==> config.mk <==
export PLATFORM = sky130hd
export DESIGN_NAME = hfd_out_stage
export DESIGN_NICKNAME = d
export VERILOG_FILES = /design/src/hdl/hfd_pkg.sv /design/src/hdl/hfd_out_stage.sv
export SDC_FILE = /design/constraint.sdc
export NUM_CORES = 1
export LEC_CHECK = 0
export BUFFER_PORTS_ARGS = -buffer_cell sky130_fd_sc_hd__buf_4
export CORE_MARGIN = 2
export CORE_UTILIZATION = 44
export DETAILED_ROUTE_END_ITERATION = 10
export HOLD_SLACK_MARGIN = 0.12
export PLACE_DENSITY = 0.81
export SLEW_MARGIN = 20
export SYNTH_ARGS = -nofsm -noshare
export SYNTH_HDL_FRONTEND = slang
export SYNTH_SLANG_ARGS = --single-unit
==> constraint.sdc <==
create_clock -name aclk -period 1.51 [get_ports aclk]
set_input_delay 0.151 -clock aclk [delete_from_list [all_inputs] [get_ports aclk]]
set_output_delay 0.151 -clock aclk [all_outputs]
set_load 0.02 [all_outputs]
==> src/hdl/hfd_pkg.sv <==
package hfd_pkg;

    localparam int NODE_COUNT = 512;
    localparam int IDX_W      = 9;
    localparam int SYM_W      = 8;
    localparam int CODE_W     = 8;
    localparam int CNT_W      = 4;

    // s_tuser codes
    localparam logic OP_WRITE  = 1'b0;
    localparam logic OP_DECODE = 1'b1;

    typedef struct packed {
        logic             leaf;
        logic [SYM_W-1:0] symbol;
        logic [IDX_W-1:0] right;
        logic [IDX_W-1:0] left;
    } node_t;

    // walker to output stage
    typedef struct packed {
        logic             push;
        logic             fin;
        logic [SYM_W-1:0] sym;
    } hfd_emit_t;

    typedef enum logic [3:0] {
        S_IDLE  = 4'b0001,
        S_FETCH = 4'b0010,
        S_STEP  = 4'b0100,
        S_FLUSH = 4'b1000
    } walk_state_t;

endpackage

==> src/hdl/hfd_out_stage.sv <==
module hfd_out_stage
    import hfd_pkg::*;
(
    input  logic             aclk,
    input  logic             aresetn,
    input  hfd_emit_t        emit,
    output logic             emit_ready,
    output logic             m_tvalid,
    input  logic             m_tready,
    output logic [SYM_W-1:0] m_sym,
    output logic             m_last
);

    // one symbol held back until it is known whether another follows
    logic             pend_valid_reg, pend_valid_next;
    logic [SYM_W-1:0] pend_sym_reg, pend_sym_next;
    logic             m_valid_reg, m_valid_next;
    logic [SYM_W-1:0] m_sym_reg, m_sym_next;
    logic             m_last_reg, m_last_next;

    assign emit_ready = !pend_valid_reg || !m_valid_reg || m_tready;

    always_comb begin
        pend_valid_next = pend_valid_reg;
        pend_sym_next   = pend_sym_reg;
        m_valid_next    = m_valid_reg && !m_tready;
        m_sym_next      = m_sym_reg;
        m_last_next     = m_last_reg;
        if ((emit.push || emit.fin) && pend_valid_reg && emit_ready) begin
            m_valid_next = 1'b1;
            m_sym_next   = pend_sym_reg;
            m_last_next  = emit.fin;
        end
        if (emit.push && emit_ready) begin
            pend_valid_next = 1'b1;
            pend_sym_next   = emit.sym;
        end else if (emit.fin && emit_ready) begin
            pend_valid_next = 1'b0;
        end
    end

    always_ff @(posedge aclk) begin
        if (!aresetn) begin
            pend_valid_reg <= 1'b0;
            m_valid_reg    <= 1'b0;
        end else begin
            pend_valid_reg <= pend_valid_next;
            m_valid_reg    <= m_valid_next;
        end
    end

    always_ff @(posedge aclk) begin
        pend_sym_reg <= pend_sym_next;
        m_sym_reg    <= m_sym_next;
        m_last_reg   <= m_last_next;
    end

    assign m_tvalid = m_valid_reg;
    assign m_sym    = m_sym_reg;
    assign m_last   = m_last_reg;

endmodule

-- Yosys cells after proc, flatten, opt, wreduce, memory -nomap -nowiden
Cells that the tools add are included.
Widths: inputs -> output; s select.
- muxes and demuxes: 3
- reduce and logical (&&, ||, !) cells: 12
- operators by type and width (operator ; count):
    $logic_and 1x1->1 ; 5
    $logic_not 1->1 ; 3
    $logic_or 1x1->1 ; 3
    $mux 1 ; 3
    $reduce_bool 2->1 ; 1
- register bits: 19
- bits of input ports: 13
- output and inout bits: 11

-- Logic depth before layout (Yosys ltp)
- depth after elaboration: 6
- gate-level depth with buffers: 2
- mapped depth without buffers: 2

-- Least setup slack after synthesis
Ideal clock, no wire load.
- path type: reg-to-reg
- start point: register m_valid_reg (netlist: m_tvalid)
- end point: register pend_sym_reg[0], enable pin
- arrival: 1009 ps
- data required time: 1135 ps
- path slack: 126 ps
- stages on the path, launching flop included: 3
- period minus slack after synthesis: 1384 ps
- cells stage by stage: dfxtp_1 -> nor2b_1 -> a21oi_1
- longest elaborated chain between the ends: 4
- ends and longest elaborated chain (what ; RTL line ; text):
    start: declaration ; hfd_out_stage.sv:17 ; logic m_valid_reg, m_valid_next;
    start signal: assignment ; hfd_out_stage.sv:48 ; m_valid_reg <= m_valid_next;
    $logic_not 1->1 ; hfd_out_stage.sv:21 ; assign emit_ready = !pend_valid_reg || !m_valid_reg || m_tready;
    $logic_or 1x1->1 (2 in series) ; hfd_out_stage.sv:21 ;
    $logic_and 1x1->1 ; hfd_out_stage.sv:34 ; if (emit.push && emit_ready) begin
    end signal: assignment ; hfd_out_stage.sv:53 ; pend_sym_reg <= pend_sym_next;
    end: declaration ; hfd_out_stage.sv:16 ; logic [SYM_W-1:0] pend_sym_reg, pend_sym_next;
Every way passes these cells.
A chain may end at the register's enable or synchronous reset.

-- Worst setup path after layout
- start point: register m_valid_reg (netlist: m_tvalid)
- end point: output emit_ready
- longest elaborated chain between the ends: 3
- ends and longest elaborated chain (what ; RTL line ; text):
    $logic_not 1->1 ; hfd_out_stage.sv:21 ;
    $logic_or 1x1->1 (2 in series) ; hfd_out_stage.sv:21 ;
    end: declaration ; hfd_out_stage.sv:7 ; output logic emit_ready,
Every way passes these cells.

==> flow_metrics.py <==
metrics = {
    "run_status": {
        "outcome": "complete, no violations",
    },
    "route": {
        "wl_per_cell_um": 13.37,
        "first_pass_iters": 4,
        "vias": 391,
        "routed_wirelength_um": 1110,
        "via_per_inst": 4.711,
        "drtIter0Drc": 12,
        "ant_nets": 0,
        "drc_errors": 0,
    },
    "job": {
        "maxCapViolations": 0,
    },
    "worst_setup_path": {
        "cp-start-kind": "flop",
        "crit_chain": "nor2b_1 > nand2_1 > buf_4",
        "crit_required_ns": 1.36,
        "worstSetupPathType": "flop to primary output",
        "r2r_cells": 3,
        "path_max_fanout": 3,
        "slowest_stage": "dfxtp_1",
        "path_delay_family": "simple AND/OR/NAND/NOR gates",
        "arrival_ns": 1.19,
        "path_depth": 3,
        "end_kind": "primary output",
        "cp_num_buf_inv": 1,
        "slowest_delay_ns": 0.36,
    },
    "sta": {
        "fin_tns_setup_ns": 0,
        "hold_viol": 0,
        "fmax_mhz": 743.5,
        "post-route-period-util_pct": 89.07,
        "whs_ns": 0.1699,
        "setup_violations": 0,
        "relSlewSlack_pct": 84.36,
        "drv_slew": 0,
        "fin_skew_ns": 0.006978,
        "min_period_ns": 1.345,
        "rsz0062_at_grt": "false",
        "tightest_slew_ns": 0.2322,
    },
    "clocking": {
        "clock-sinks": 19,
        "cts_tree": "done",
        "cts_root_buf": "clkbuf_4",
        "cts_buffer_depth": 2,
        "ctsHoldBuffers": 10,
        "clkSlewWorstSetupHoldPaths_ns": 0.11,
        "post_cts.repair.setup_buffers": 0,
        "insertion_delay_ns": 0.29,
        "ctsResizeCount": 0,
        "htree_levels": 1,
        "numCtsBuffers": 3,
    },
    "global_routing": {
        "grt_pass1_vias": 343,
        "grt_pass1_wl_um": 1580,
        "grt_max_degree": 11,
        "grtUsageTotal_pct": 15.93,
        "antenna_found_initial": 0,
        "overflow": 0,
    },
    "pwr": {
        "peakVddDrop_v": 0.0005950,
        "power_mw": 0.9658,
        "power.leakage_nw": 0.3753,
        "pwr_density_cell_mw_per_mm2": 1032,
    },
    "synth": {
        "synth_top_family_by_area": "compound AO/OA/AOI/OAI gates",
        "ys_seq_area_share_pct": 91.29,
        "syn_area_sq_um": 603.1,
        "synth_xor_area_share_pct": 0,
        "ys_ff_latch": 19,
        "synth_compound_area_share_pct": 4.772,
        "syn_inst": 29,
        "avgSynthCellArea_sq_um": 20.80,
        "yosysWarnings": 0,
        "synth_mux_area_share_pct": 0,
        "yosys.area_share.simple_pct": 3.320,
        "synth-adder-area-share_pct": 0,
        "syn-num-nets": 42,
        "synth.distinct_cells": 11,
    },
    "finish": {
        "antenna_cells": 0,
        "drive_gt1_share_pct": 41.18,
        "final_nets": 82,
        "finalInstanceArea_sq_um": 935.9,
        "final_util_pct": 72.83,
        "fill_cells": 84,
        "syn_to_final_growth_pct": 55.19,
    },
    "die": {
        "start_util_pct": 46.93,
        "die-width_um": 41.02,
        "die-area_sq_mm": 0.001683,
        "dieHeight_um": 41.02,
        "rows": 13,
        "io_pins": 24,
        "core_area_sq_mm": 0.001285,
    },
    "place": {
        "port_buffers": 23,
        "placement.cell_area_sq_um": 809.5,
        "place_hpwl_um": 716.4,
        "place.gp.congestion": 0.7844,
    },
    "min_path": {
        "worstHoldPathType": "input port to flop",
        "whs_path_depth": 3,
    },
}
==> metal layers <==
layer  vias up  track usage (%)  routed length, um
met3         2            3.261                 91
li1        188                -                  -
met1       176            17.75                416
met5         -                0                  0
met4         0            7.500                  6
met2        25            28.52                596
==> layout make-up <==
class | instances | area, sq um | area share, %
multi-input cells | 9 | 48.80 | 5.214
repair buffers | 35 | 287.8 | 30.75
clock buffers | 4 | 26.28 | 2.807
flip-flops and latches | 19 | 550.5 | 58.82
inverters | 1 | 3.754 | 0.4011
well taps | 15 | 18.77 | 2.005
==> final timing paths <==
kind                                 startpoint              end  slack [ns]
worst max-delay path                   m_tvalid       emit_ready        0.17
worst min-delay path                   m_tready         m_tvalid        0.17
worst max register to register         m_tvalid  pend_sym_reg[7]        0.34
worst min register to register  pend_sym_reg[7]         m_sym[7]        0.43
==> cell usage in the layout, fill, tap and decap left out, drive strengths merged <==
cell and instances:
buf 25, edfxtp 17, dlygate4sd3 10, clkbuf 4, o21ai 2, dfxtp 2, nor2b 1, inv 1
a21oi 1, nand2 1, nor2 1, nand2b 1, a31oi 1, a21boi 1
==> Yosys cell counts <==
library cell  instances  area [sq um]
a31oi_1               1         6.260
nor2_1                1         3.750
dfxtp_1               2         40.04
inv_1                 1         3.750
o21ai_0               2         10.01
nand2b_1              1         6.260
a21boi_1              1         7.510
nor2b_1               1         6.260
nand2_1               1         3.750
edfxtp_1             17         510.5
a21oi_1               1         5.000
==> per-stage QoR <==
stage,std cells,worst slack [ns]
global route,83,0.1262
finish,83,0.1650
floorplan,29,0.1257
detailed placement,69,0.4108
global placement,69,0.4504
CTS,83,0.2142
==> worst reg2reg max path: cells and delay by family, from the launching register on <==
kind | cells | cell delay (ns)
buffers and inverters | 1 | 0.20
AO/OA/AOI/OAI | 1 | 0.19
AND/OR/NAND/NOR | 1 | 0.16
flip-flops | 1 | 0.34
==> cells by family after synthesis <==
group,after synthesis
and+or+nand+nor,4
DFF,19
buffers and inverters,1
AOI/OAI and AO/OA,5
==> power breakdown <==
part,switching (mW),internal (mW),total (mW)
logic,0.0449,0.0590,0.104
registers,0.00918,0.604,0.613
clock network,0.147,0.103,0.249
Note: power is estimated with default switching activity, not from simulation.
