--- config.mk ---
export PLATFORM = sky130hd
export DESIGN_NAME = hfd_code_shift
export DESIGN_NICKNAME = d
export VERILOG_FILES = /design/src/hdl/hfd_pkg.sv /design/src/hdl/hfd_code_shift.sv
export SDC_FILE = /design/constraint.sdc
export NUM_CORES = 1
export LEC_CHECK = 0
export BUFFER_PORTS_ARGS = -buffer_cell sky130_fd_sc_hd__buf_2
export CAP_MARGIN = 30
export CELL_PAD_IN_SITES_DETAIL_PLACEMENT = 1
export CELL_PAD_IN_SITES_GLOBAL_PLACEMENT = 2
export CORE_MARGIN = 3
export CORE_UTILIZATION = 27
export DETAILED_ROUTE_END_ITERATION = 10
export GPL_ROUTABILITY_DRIVEN = 0
export PLACE_DENSITY_LB_ADDON = 0.1
export SLEW_MARGIN = 20
export SYNTH_ARGS = -nofsm -noshare
export SYNTH_HDL_FRONTEND = slang
export SYNTH_SLANG_ARGS = --single-unit
--- constraint.sdc ---
create_clock -name aclk -period 1.4 [get_ports aclk]
set_clock_uncertainty 0.15 [all_clocks]
set_input_delay 0.14 -clock aclk [delete_from_list [all_inputs] [get_ports aclk]]
set_output_delay 0.14 -clock aclk [all_outputs]
set_load 0.005 [all_outputs]
--- src/hdl/hfd_pkg.sv ---
package hfd_pkg;

    localparam int NODE_COUNT = 512;
    localparam int IDX_W      = 9;
    localparam int SYM_W      = 8;
    localparam int CODE_W     = 8;
    localparam int CNT_W      = 4;

    // s_tuser codes
    localparam logic OP_WRITE  = 1'b0;
    localparam logic OP_DECODE = 1'b1;

    typedef struct packed {
        logic             leaf;
        logic [SYM_W-1:0] symbol;
        logic [IDX_W-1:0] right;
        logic [IDX_W-1:0] left;
    } node_t;

    // walker to output stage
    typedef struct packed {
        logic             push;
        logic             fin;
        logic [SYM_W-1:0] sym;
    } hfd_emit_t;

    typedef enum logic [3:0] {
        S_IDLE  = 4'b0001,
        S_FETCH = 4'b0010,
        S_STEP  = 4'b0100,
        S_FLUSH = 4'b1000
    } walk_state_t;

endpackage

--- src/hdl/hfd_code_shift.sv ---
module hfd_code_shift
    import hfd_pkg::*;
(
    input  logic              aclk,
    input  logic              aresetn,
    input  logic              load,
    input  logic [CODE_W-1:0] load_byte,
    input  logic [CNT_W-1:0]  load_cnt,
    input  logic              shift,
    output logic              bit_msb,
    output logic              bits_empty
);

    logic [CODE_W-1:0] byte_reg, byte_next;
    logic [CNT_W-1:0]  cnt_reg, cnt_next;

    always_comb begin
        byte_next = byte_reg;
        cnt_next  = cnt_reg;
        if (load) begin
            byte_next = load_byte;
            // counts above the byte width saturate
            cnt_next  = (load_cnt > CNT_W'(CODE_W)) ? CNT_W'(CODE_W) : load_cnt;
        end else if (shift) begin
            byte_next = {byte_reg[CODE_W-2:0], 1'b0};
            cnt_next  = cnt_reg - CNT_W'(1);
        end
    end

    always_ff @(posedge aclk) begin
        if (!aresetn) begin
            cnt_reg <= '0;
        end else begin
            cnt_reg <= cnt_next;
        end
    end

    always_ff @(posedge aclk) begin
        byte_reg <= byte_next;
    end

    assign bit_msb    = byte_reg[CODE_W-1];
    assign bits_empty = (cnt_reg == '0);

endmodule

; ---- Yosys cells after proc, flatten, opt, wreduce, memory -nomap -nowiden
; Cells that the tools add are included.
[op_classes]
mux = 5
n_reduce_logical = 2
addsub = 1
order_cmp = 1
[ops]
columns = op, count
row1 = $mux W8, 2
row2 = $mux W4, 3
row3 = $gt A4 B4 Y1 const B, 1
row4 = $logic_not A4 Y1, 1
row5 = $sub A4 B1 Y4 const B, 1
row6 = $reduce_bool A2 Y1, 1
[totals]
out_inout_bits = 2
regBits = 12

; ---- Depth between registers and ports, before layout
; Gate-level depths: netlist of run 1.
[depth]
word_depth = 3
ltp_mapped = 5

; ---- Worst setup path after synthesis of run 1
; Ideal clock, no wire load.
[synth_timing]
path_type = flip-flop to flip-flop
from = reg cnt_reg[0]
to = reg cnt_reg[1]
path_stages_with_launch = 5
t_arrival_ns = 1.121
path_buffers = 0
required_ns = 1.174
setup_ns = 0.076
setup_slack_ns = 0.053
period_less_slack_ns = 1.347
cell_sequence = dfxtp_1 > inv_1 > ha_1 > a211o_2 > a21boi_0
[synth_via]
elab_chain_cells = 3
[synth_lines]
columns = element, line_no
row1 = from (decl), hfd_code_shift.sv:15  ; logic [CNT_W-1:0] cnt_reg, cnt_next;
row2 = from (signal assigned), hfd_code_shift.sv:34  ; cnt_reg <= cnt_next;
row3 = $sub A4 B1 Y4, hfd_code_shift.sv:26  ; cnt_next = cnt_reg - CNT_W'(1);
row4 = $mux W4, hfd_code_shift.sv:24  ; end else if (shift) begin
row5 = $mux W4, hfd_code_shift.sv:20  ; if (load) begin
; No other way between the ends. The select of a mux whose other input is x is not followed.
; A chain may end at the register's enable or synchronous reset.

; ---- Worst setup path in the final report of run 1
[layout_timing]
from = reg cnt_reg[0]
to = out bits_empty
[layout_via]
elab_chain_cells = 1
[layout_lines]
columns = element, line_no
row1 = $logic_not A4 Y1, hfd_code_shift.sv:43  ; assign bits_empty = (cnt_reg == '0);
row2 = to (decl), hfd_code_shift.sv:11  ; output logic bits_empty
; No other way between the ends.

==> flow_summary.toml, run 1 <==
[synth]
yosys.area.top_type = "edfxtp_1"
synth_most_common_cell = "edfxtp_1"
syn_area_um2 = 583
syn_area_per_cell_um2 = 13.0
synth_nets = 62
ys.flop_type = "edfxtp_1"
synth_area_leaders = "edfxtp_1, dfxtp_1, mux2_2"
synthTopCellsByCount = "edfxtp_1, mux2_2, inv_1"
postSynthRegisterBits = 12
yosysUniqueCellTypes = 20
yosysSeqAreaShare_pct = 54.9
ys_async_sr_fraction_pct = 0
synth_top_area_share_pct = 41.2
syn_inst = 45
synth_edf_count = 8
ys.warnings.count = 0

[sta]
rsz0062_at_grt = "yes"
fin_crit_ps = 1370
max_freq_ghz = 0.731
slew_headroom_pct = 80.7
hold_ws_ps = 1.83
tightest_slew_ps = 289
setup_violations = 0
hold_viol = 0
final_max_slew_viol_count = 0
finalCritPeriodShare_pct = 97.8

[floorplan]
fp.dieArea_mm2 = 0.00275
rows = 16
pin_count = 18
die_h_um = 52.5
core_area_mm2 = 0.00200
start_util_pct = 29.1
die_x_um = 52.5

[place]
place_hpwl_um = 801
portBuffers = 17
dp.cells = 89

[worst_setup_path]
worst-path-max-fanout = 2
crit_chain = "inv_2, ha_4, nor3b_2, buf_2"
cpPeakStageDelay_ps = 340
critPathRequiredTime_ps = 1110
reg2regPathDepth = 5
startpoint_type = "register"
crit_arrival_ps = 1080
timing.rr.start = "cnt_reg[0]"
crit_slowest_cell = "dfxtp_2"
end_kind = "primary output"
r2r-end = "cnt_reg[3]"
path_class = "register to primary output"
reg2reg_slack_ps = 100

[clock_tree]
cts_tree = "yes"
clkTransAtPathRegs_ps = 70
clock_latency_ps = 270
clock_sinks = 12
htree_levels = 1
cts_max_path_buffers = 2
root_buffer = "clkbuf_4"
numCtsBuffers = 3

[power]
p_per_area_mw_per_mm2 = 1060
swShare_pct = 22.1
pwr-share-clk_pct = 32.2
p_int_mw = 0.662
sequentialPowerShare_pct = 50.8
leakage_nw = 0.354
comb_power_share_pct = 16.9
ir_drop_mv = 0.748
switching_power_mw = 0.188

[detailed_routing]
via_count = 415
ant_nets = 0
avgRoutedWirePerCell_um = 12.3
post-route-drc-count = 0
drtIter0Drc = 2
drt-pass1-iter-count = 2
via_per_inst = 4.28
totalWireLength_um = 1190

[global_route]
antenna_found_initial = 0
grt_pass1_wl_um = 1810
grt_pass1_vias = 421
grt_overflow_total = 0
grt_max_degree = 17
grt_usage_pct = 9.39

[final_layout]
largest_reg_flops = 8
stdcell_count = 97
fillers = 234
n_antenna_cell = 0
areaGrowthSynthToFinish_pct = 37.3
drive_above_1_share_pct = 57.1
final_nets = 88

[worst_hold_path]
worstHoldPathCells = 2
worstHoldPathType = "primary input to register"
hold_start = "load_byte[0]"
hold_end = "byte_reg[0]"

[job]
maxCapViolCount = 0

[status]
status = "finished, final reports clean"
## worst max-delay path, delay by kind of cell (launching register included)
kind | cells | cell delay (ps)
adders and majority gates | 1 | 150
buffers and inverters | 2 | 180
DFF | 1 | 340
and+or+nand+nor | 1 | 140
## cell usage in the layout, fill, tap and decap left out, types with 2 or more instances in the layout
cell type / Yosys / final
inv_1: 5 / 3
inv_2: 0 / 2
dlygate4sd3_1: 0 / 3
edfxtp_1: 8 / 8
buf_2: 2 / 17
dfxtp_2: 0 / 2
dfxtp_1: 4 / 2
mux2_2: 7 / 7
buf_4: 0 / 3
o211a_1: 2 / 2
xnor2_1: 2 / 2
o21ai_0: 3 / 3
clkbuf_4: 0 / 3
## stage by stage
stage	setup WS (ps)	cell area [µm²]	total power [mW]	setup TNS [ps]	utilization (%)
2_1_floorplan	53.3	583	0.513	0	-
6_report	31.5	801	0.850	0	40.0
5_1_grt	-33.1	801	0.907	-33.1	40.0
4_1_cts	0.00999	771	0.849	0	38.5
3_3_place_gp	132	707	0.563	0	35.3
3_5_place_dp	50.1	707	0.564	0	35.3
## per-layer routing
layer  global-route usage, %  share of wire (%)
met1                    11.7                 46
met3                    5.13                7.0
met2                    13.2                 46
met4                    3.83                1.0
met5                       0                  0
## power groups by stage
stage	sequential, mW	combinational, mW	clock, mW
5_1_grt	0.437	0.159	0.311
4_1_cts	0.432	0.135	0.282
6_report	0.432	0.144	0.274
3_3_place_gp	0.437	0.127	0
2_1_floorplan	0.439	0.0743	0
3_5_place_dp	0.438	0.126	0
## worst max path at each step
stage / start / end / slack (ps) / depth (start not counted)
after floorplan: cnt_reg[0] / cnt_reg[1] / 50 / 4
after global placement: cnt_reg[0] / cnt_reg[1] / 130 / 4
after detailed placement: cnt_reg[0] / cnt_reg[1] / 50 / 4
after CTS: cnt_reg[0] / bits_empty / 0.01 / 4
after global routing: cnt_reg[1] / bits_empty / -30 / 4
final: cnt_reg[0] / bits_empty / 30 / 4
## kinds of logic after synthesis
group	count (synthesis)	synth area share [%]
DFF	12	54.9
xor gates and xnor gates	3	4.51
muxes	7	13.5
AOI/OAI and AO/OA	8	9.87
buffers and inverters	7	4.94
and+or+nand+nor	7	10.1
adders and majority gates	1	2.15
## layout make-up
class | instances | area, µm² | share of cell area [%]
flip-flops and latches | 12 | 323 | 40.3
clock buffers | 4 | 36.3 | 4.53
inverters | 5 | 18.8 | 2.34
well taps | 27 | 33.8 | 4.22
repair buffers | 23 | 138 | 17.2
multi-input cells | 26 | 251 | 31.4
## repair_timing
action | 4_1_cts | 5_1_grt
pin swaps | 0 | 1
resized for setup | 4 | 3
endpoints found under the hold margin | 4 | 2
setup endpoints to repair | 1 | 1
hold buffers | 1 | 2
setup buffers | 1 | 0
Note: power is estimated with default switching activity, not from simulation.
==> run 2: changes to the inputs <==
--- a/config.mk
+++ b/config.mk
@@ -5,12 +5,13 @@
 export SDC_FILE = /design/constraint.sdc
 export NUM_CORES = 1
 export LEC_CHECK = 0
+export ABC_AREA = 1
 export BUFFER_PORTS_ARGS = -buffer_cell sky130_fd_sc_hd__buf_2
 export CAP_MARGIN = 30
 export CELL_PAD_IN_SITES_DETAIL_PLACEMENT = 1
 export CELL_PAD_IN_SITES_GLOBAL_PLACEMENT = 2
 export CORE_MARGIN = 3
-export CORE_UTILIZATION = 27
+export CORE_UTILIZATION = 25
 export DETAILED_ROUTE_END_ITERATION = 10
 export GPL_ROUTABILITY_DRIVEN = 0
 export PLACE_DENSITY_LB_ADDON = 0.1
==> run 2 against run 1 <==
Fmax grew 1.4%; largest cell class unchanged; critical endpoint unchanged; critical path depth increased by 1; synthesized area is 6.2% higher; synthesized cell count rose by 62%; routed wire length rose by 39%; critical path type unchanged; utilization up 0.30 points; sequential cell count is the same; register-to-register slack better by 110 ps; total power barely moved; combinational power grew 30%; via count rose by 41%.
==> flow_summary.toml, run 2 <==
[global_route]
met1_usage_pct = 14.8
grt_max_degree = 13
grt_pass1_vias = 662
grt_pass1_wl_um = 3000
antenna_found_initial = 0
grt_busiest_layer = "met2"
use_met2_pct = 21.1
grtUsageMet3_pct = 4.41
grt_overflow_total = 0
grt_usage_pct = 12.4

[sta]
max_freq_ghz = 0.741
setup-tns-final_ps = 0
slew_headroom_pct = 70.2
rsz0062_at_grt = "yes"
final_max_slew_viol_count = 0
setup_violations = 0
fin_crit_ps = 1350
tightest_slew_ps = 447
finalCritPeriodShare_pct = 96.4
hold_viol = 0
fin_ws_ps = 50.1

[final_layout]
n_antenna_cell = 0
mostFrequentLayoutCells = "nand2_1, buf_2, dlygate4sd3_1, edfxtp_1, nor2_1"
fin_util_pct = 40.3
largest_reg_flops = 8
areaGrowthSynthToFinish_pct = 48.1
final_common_cell = "nand2_1"
final_nets = 127
stdcell_count = 137
fillers = 288
drive_above_1_share_pct = 34.9
fin_area_um2 = 917

[detailed_routing]
drtIter0Drc = 5
avgRoutedWirePerCell_um = 12.1
drt-pass1-iter-count = 4
post-route-drc-count = 0
via_count = 586
ant_nets = 0
totalWireLength_um = 1660
via_per_inst = 4.28

[clock_tree]
clock_latency_ps = 280
htree_levels = 1
cts_tree = "yes"
root_buffer = "clkbuf_4"
numCtsBuffers = 3
clock_sinks = 12
clkTransAtPathRegs_ps = 70
cts_max_path_buffers = 2

[place]
placed_area_um2 = 728
pre_cts_ws_ps = 151
portBuffers = 17
dp.cells = 118
place_hpwl_um = 1030

[floorplan]
fp.dieArea_mm2 = 0.00311
rows = 17
die_x_um = 55.8
die_h_um = 55.8
start_util_pct = 27.2
pin_count = 18
core_area_mm2 = 0.00228

[synth]
synthTopCellsByCount = "nand2_1, edfxtp_1, inv_1"
ys_async_sr_fraction_pct = 0
postSynthRegisterBits = 12
synth_nets = 90
syn_inst = 73
synth_edf_count = 8
syn_area_per_cell_um2 = 8.48
synth_top_area_share_pct = 38.8
synth_most_common_cell = "nand2_1"
yosys.area.top_type = "edfxtp_1"
yosysUniqueCellTypes = 19
synth_area_leaders = "edfxtp_1, nand2_1, dfxtp_1"
yosysSeqAreaShare_pct = 51.7
ys.flop_type = "edfxtp_1"
ys.warnings.count = 0
syn_area_um2 = 619

[worst_setup_path]
cpMostUsedCell = "inv_2"
timing.rr.start = "cnt_reg[1]"
crit_slowest_cell = "dfxtp_2"
reg2regPathDepth = 6
critPathRequiredTime_ps = 1110
cpPeakStageDelay_ps = 330
r2r-end = "cnt_reg[3]"
path_class = "register to primary output"
reg2reg_slack_ps = 210
crit_arrival_ps = 1060
crit_chain = "inv_2, ha_4, inv_2, nor3_2, buf_2"
end_kind = "primary output"
worst-path-max-fanout = 2
crit_family = "flip-flops"
path_buf_inv = 3
startpoint_type = "register"

[worst_hold_path]
hold_start = "load_byte[2]"
hold_end = "byte_reg[2]"
worstHoldPathType = "primary input to register"
worstHoldPathCells = 3

[power]
ir_drop_mv = 0.443
p_per_area_mw_per_mm2 = 927
leakage_nw = 0.431

[job]
maxCapViolCount = 0

[status]
status = "finished, final reports clean"
run 2: how the worst max path moves through the flow:
stage	start	endpoint	slack (ps)	cells after the start
global route	cnt_reg[0]	bits_empty	-20	5
detailed placement	cnt_reg[0]	cnt_reg[2]	150	6
global placement	cnt_reg[0]	cnt_reg[2]	190	6
floorplan	cnt_reg[0]	cnt_reg[2]	240	6
finish	cnt_reg[0]	bits_empty	50	5
CTS	cnt_reg[1]	bits_empty	-20	5
run 2: cells by family after synthesis:
family                     count (synthesis)  synth area share [%]
buffers and inverters                     11                  10.5
and+or+nand+nor                           40                  27.7
DFF                                       12                  51.7
adders and majority gates                  1                  2.02
AOI/OAI and AO/OA                          9                  8.08
run 2: stage by stage:
step           hold WS, ps  power, mW
2_1_floorplan          112      0.528
3_3_place_gp           238      0.578
3_5_place_dp           243      0.579
4_1_cts               2.37      0.861
5_1_grt               21.8      0.912
6_report             0.529      0.850
run 2: layout make-up:
| class | count | area, µm² | area share (%) |
|---|---|---|---|
| flip-flops and latches | 12 | 323 | 35.2 |
| multi-input cells | 50 | 251 | 27.4 |
| well taps | 28 | 35.0 | 3.82 |
| inverters | 9 | 38.8 | 4.23 |
| repair buffers | 34 | 243 | 26.5 |
| clock buffers | 3 | 22.5 | 2.46 |
| clock inverters | 1 | 3.75 | 0.409 |
run 2: tightest hold or removal path, stage by stage:
cell and delay (ps):
buf_2 70, nand2_1 40, nand2_1 60
run 2: power by group:
group	internal (mW)	leakage (nW)	switching (mW)
clock	0.103	0.0154	0.126
sequential	0.418	0.118	0.0167
combinational	0.0958	0.298	0.0908
run 2: repair_timing:
item | 4_1_cts | 5_1_grt
cloned | 0 | 0
hold buffers | 12 | 0
resized for setup | 8 | 0
setup endpoints to repair | 1 | 1
endpoints found under the hold margin | 11 | 0
pin swaps | 2 | 2
setup buffers | 2 | 1
run 2: metal layers:
metal | routed length, µm | vias up
met5 | 0 | -
met2 | 810 | 14
li1 | - | 302
met4 | 18 | 0
met3 | 89 | 2
met1 | 746 | 268
==> run 3: changes to the inputs <==
--- a/config.mk
+++ b/config.mk
@@ -14,7 +14,8 @@
 export CORE_UTILIZATION = 25
 export DETAILED_ROUTE_END_ITERATION = 10
 export GPL_ROUTABILITY_DRIVEN = 0
-export PLACE_DENSITY_LB_ADDON = 0.1
+export GPL_TIMING_DRIVEN = 0
+export PLACE_DENSITY = 0.76
 export SLEW_MARGIN = 20
 export SYNTH_ARGS = -nofsm -noshare
 export SYNTH_HDL_FRONTEND = slang
==> run 3 against run 2 <==
Sequential share of layout area grew 0.64 points; cell area shrank 1.8%; final cell count shrank 2.2%; fmax grew 0.20%; count of clock-buffer cells in the layout is the same; die area is the same; largest power group unchanged; highest routed layer unchanged.
==> flow_summary.toml, run 3 (same netlist as run 2, synthesis figures left out) <==
[status]
status = "finished, final reports clean"

[final_layout]
largest_reg_flops = 8
stdcell_count = 134
areaGrowthSynthToFinish_pct = 45.5
fin_util_pct = 39.6
fillers = 278
final_nets = 124
final_common_cell = "nand2_1"
mostFrequentLayoutCells = "nand2_1, buf_2, dlygate4sd3_1, edfxtp_1, nor2_1"
n_antenna_cell = 0
fin_area_um2 = 901
drive_above_1_share_pct = 34.9

[power]
leakage_nw = 0.421
p_per_area_mw_per_mm2 = 918
power_mw = 0.827
ir_drop_mv = 0.492

[global_route]
grt_usage_pct = 9.89
grt_pass1_vias = 577
grt_pass1_wl_um = 2410
antenna_found_initial = 0
grt_overflow_total = 0
grt_max_degree = 13

[clock_tree]
clkTransAtPathRegs_ps = 70
cts_max_path_buffers = 2
clock_latency_ps = 270
htree_levels = 1
cts_tree = "yes"
root_buffer = "clkbuf_4"
clock_sinks = 12
numCtsBuffers = 3

[worst_setup_path]
end_kind = "primary output"
path_class = "register to primary output"
critPathRequiredTime_ps = 1110
worst-path-max-fanout = 2
startpoint_type = "register"
crit_arrival_ps = 1060

[floorplan]
die_x_um = 55.8
start_util_pct = 27.2
fp.dieArea_mm2 = 0.00311
rows = 17
pin_count = 18
die_h_um = 55.8
core_area_mm2 = 0.00228

[sta]
slew_headroom_pct = 73.4
final_max_slew_viol_count = 0
max_freq_ghz = 0.742
hold_viol = 0
setup_violations = 0
tightest_slew_ps = 398
fin_crit_ps = 1350
rsz0062_at_grt = "yes"
finalCritPeriodShare_pct = 96.2

[detailed_routing]
totalWireLength_um = 1420
wl_met2_um = 728
post-route-drc-count = 0
ant_nets = 0
via_per_inst = 4.19
avgRoutedWirePerCell_um = 10.6
drt-pass1-iter-count = 3
wl_met3_um = 72
m1WireLength_um = 604
top_layer_used = "met4"
drtIter0Drc = 7
via_count = 561

[place]
place_hpwl_um = 1010
dp.cells = 118
placed_area_um2 = 739
portBuffers = 17

[worst_hold_path]
worstHoldPathType = "primary input to register"

[job]
maxCapViolCount = 0
==> run 3: cell count changes in the layout (fill, tap and decap cells not counted) <==
| cell | delta |
|---|---|
| buf_4 | -3 |
| buf_6 | +1 |
| buf_8 | +1 |
| dlygate4sd3_1 | -2 |
==> run 3: power breakdown <==
part           internal (mW)  total (mW)  leakage, nW  switching (mW)
registers              0.418       0.433        0.118          0.0155
clock network          0.103       0.212       0.0154           0.109
logic                 0.0941       0.181        0.288          0.0874
==> run 3: worst paths after layout <==
check / start / slack (ps) / endpoint / cells past startpoint
worst min-delay path: load_cnt[3] / 4 / cnt_reg[0] / 4
worst max register to register: cnt_reg[1] / 250 / cnt_reg[2] / 6
worst min register to register: cnt_reg[3] / 360 / cnt_reg[3] / 2
worst max-delay path: cnt_reg[0] / 50 / bits_empty / 5
==> run 3: final cells by class <==
class / count / area, µm² / share of cell area [%]
buffer: 2 / 26.3 / 2.92
clock buffer: 3 / 22.5 / 2.50
timing repair buffer: 29 / 200 / 22.2
sequential: 12 / 323 / 35.8
clock inverter: 1 / 3.75 / 0.417
inverter: 9 / 38.8 / 4.31
multi-input combinational: 50 / 251 / 27.9
tap: 28 / 35.0 / 3.89
==> run 3: through the flow <==
step	hold WS [ps]	setup slack, ps	TNS, ps
floorplan	112	242	0
global placement	248	100	0
detailed placement	251	113	0
CTS	1.13	-3.94	-3.94
global route	10.8	-60.2	-60.2
finish	3.71	52.8	0
==> run 3: timing repair <==
item / CTS / global route
pin swaps: 2 / 2
hold buffers: 10 / 0
setup buffers: 2 / 0
endpoints found under the setup margin: 1 / 1
endpoints found under the hold margin: 10 / 0
gates resized for setup: 8 / 0
==> run 3: critical path, stage by stage (launching register included) <==
cell and delay (ps):
dfxtp_2 320, inv_2 80, ha_4 140, inv_2 40
nor3_2 80, buf_2 130
==> run 3: metal layers <==
layer  track usage, %  up-vias
li1                 -      297
met1             11.0      249
met2             17.9       13
met3             3.48        2
met4             2.08        0
met5                0        -
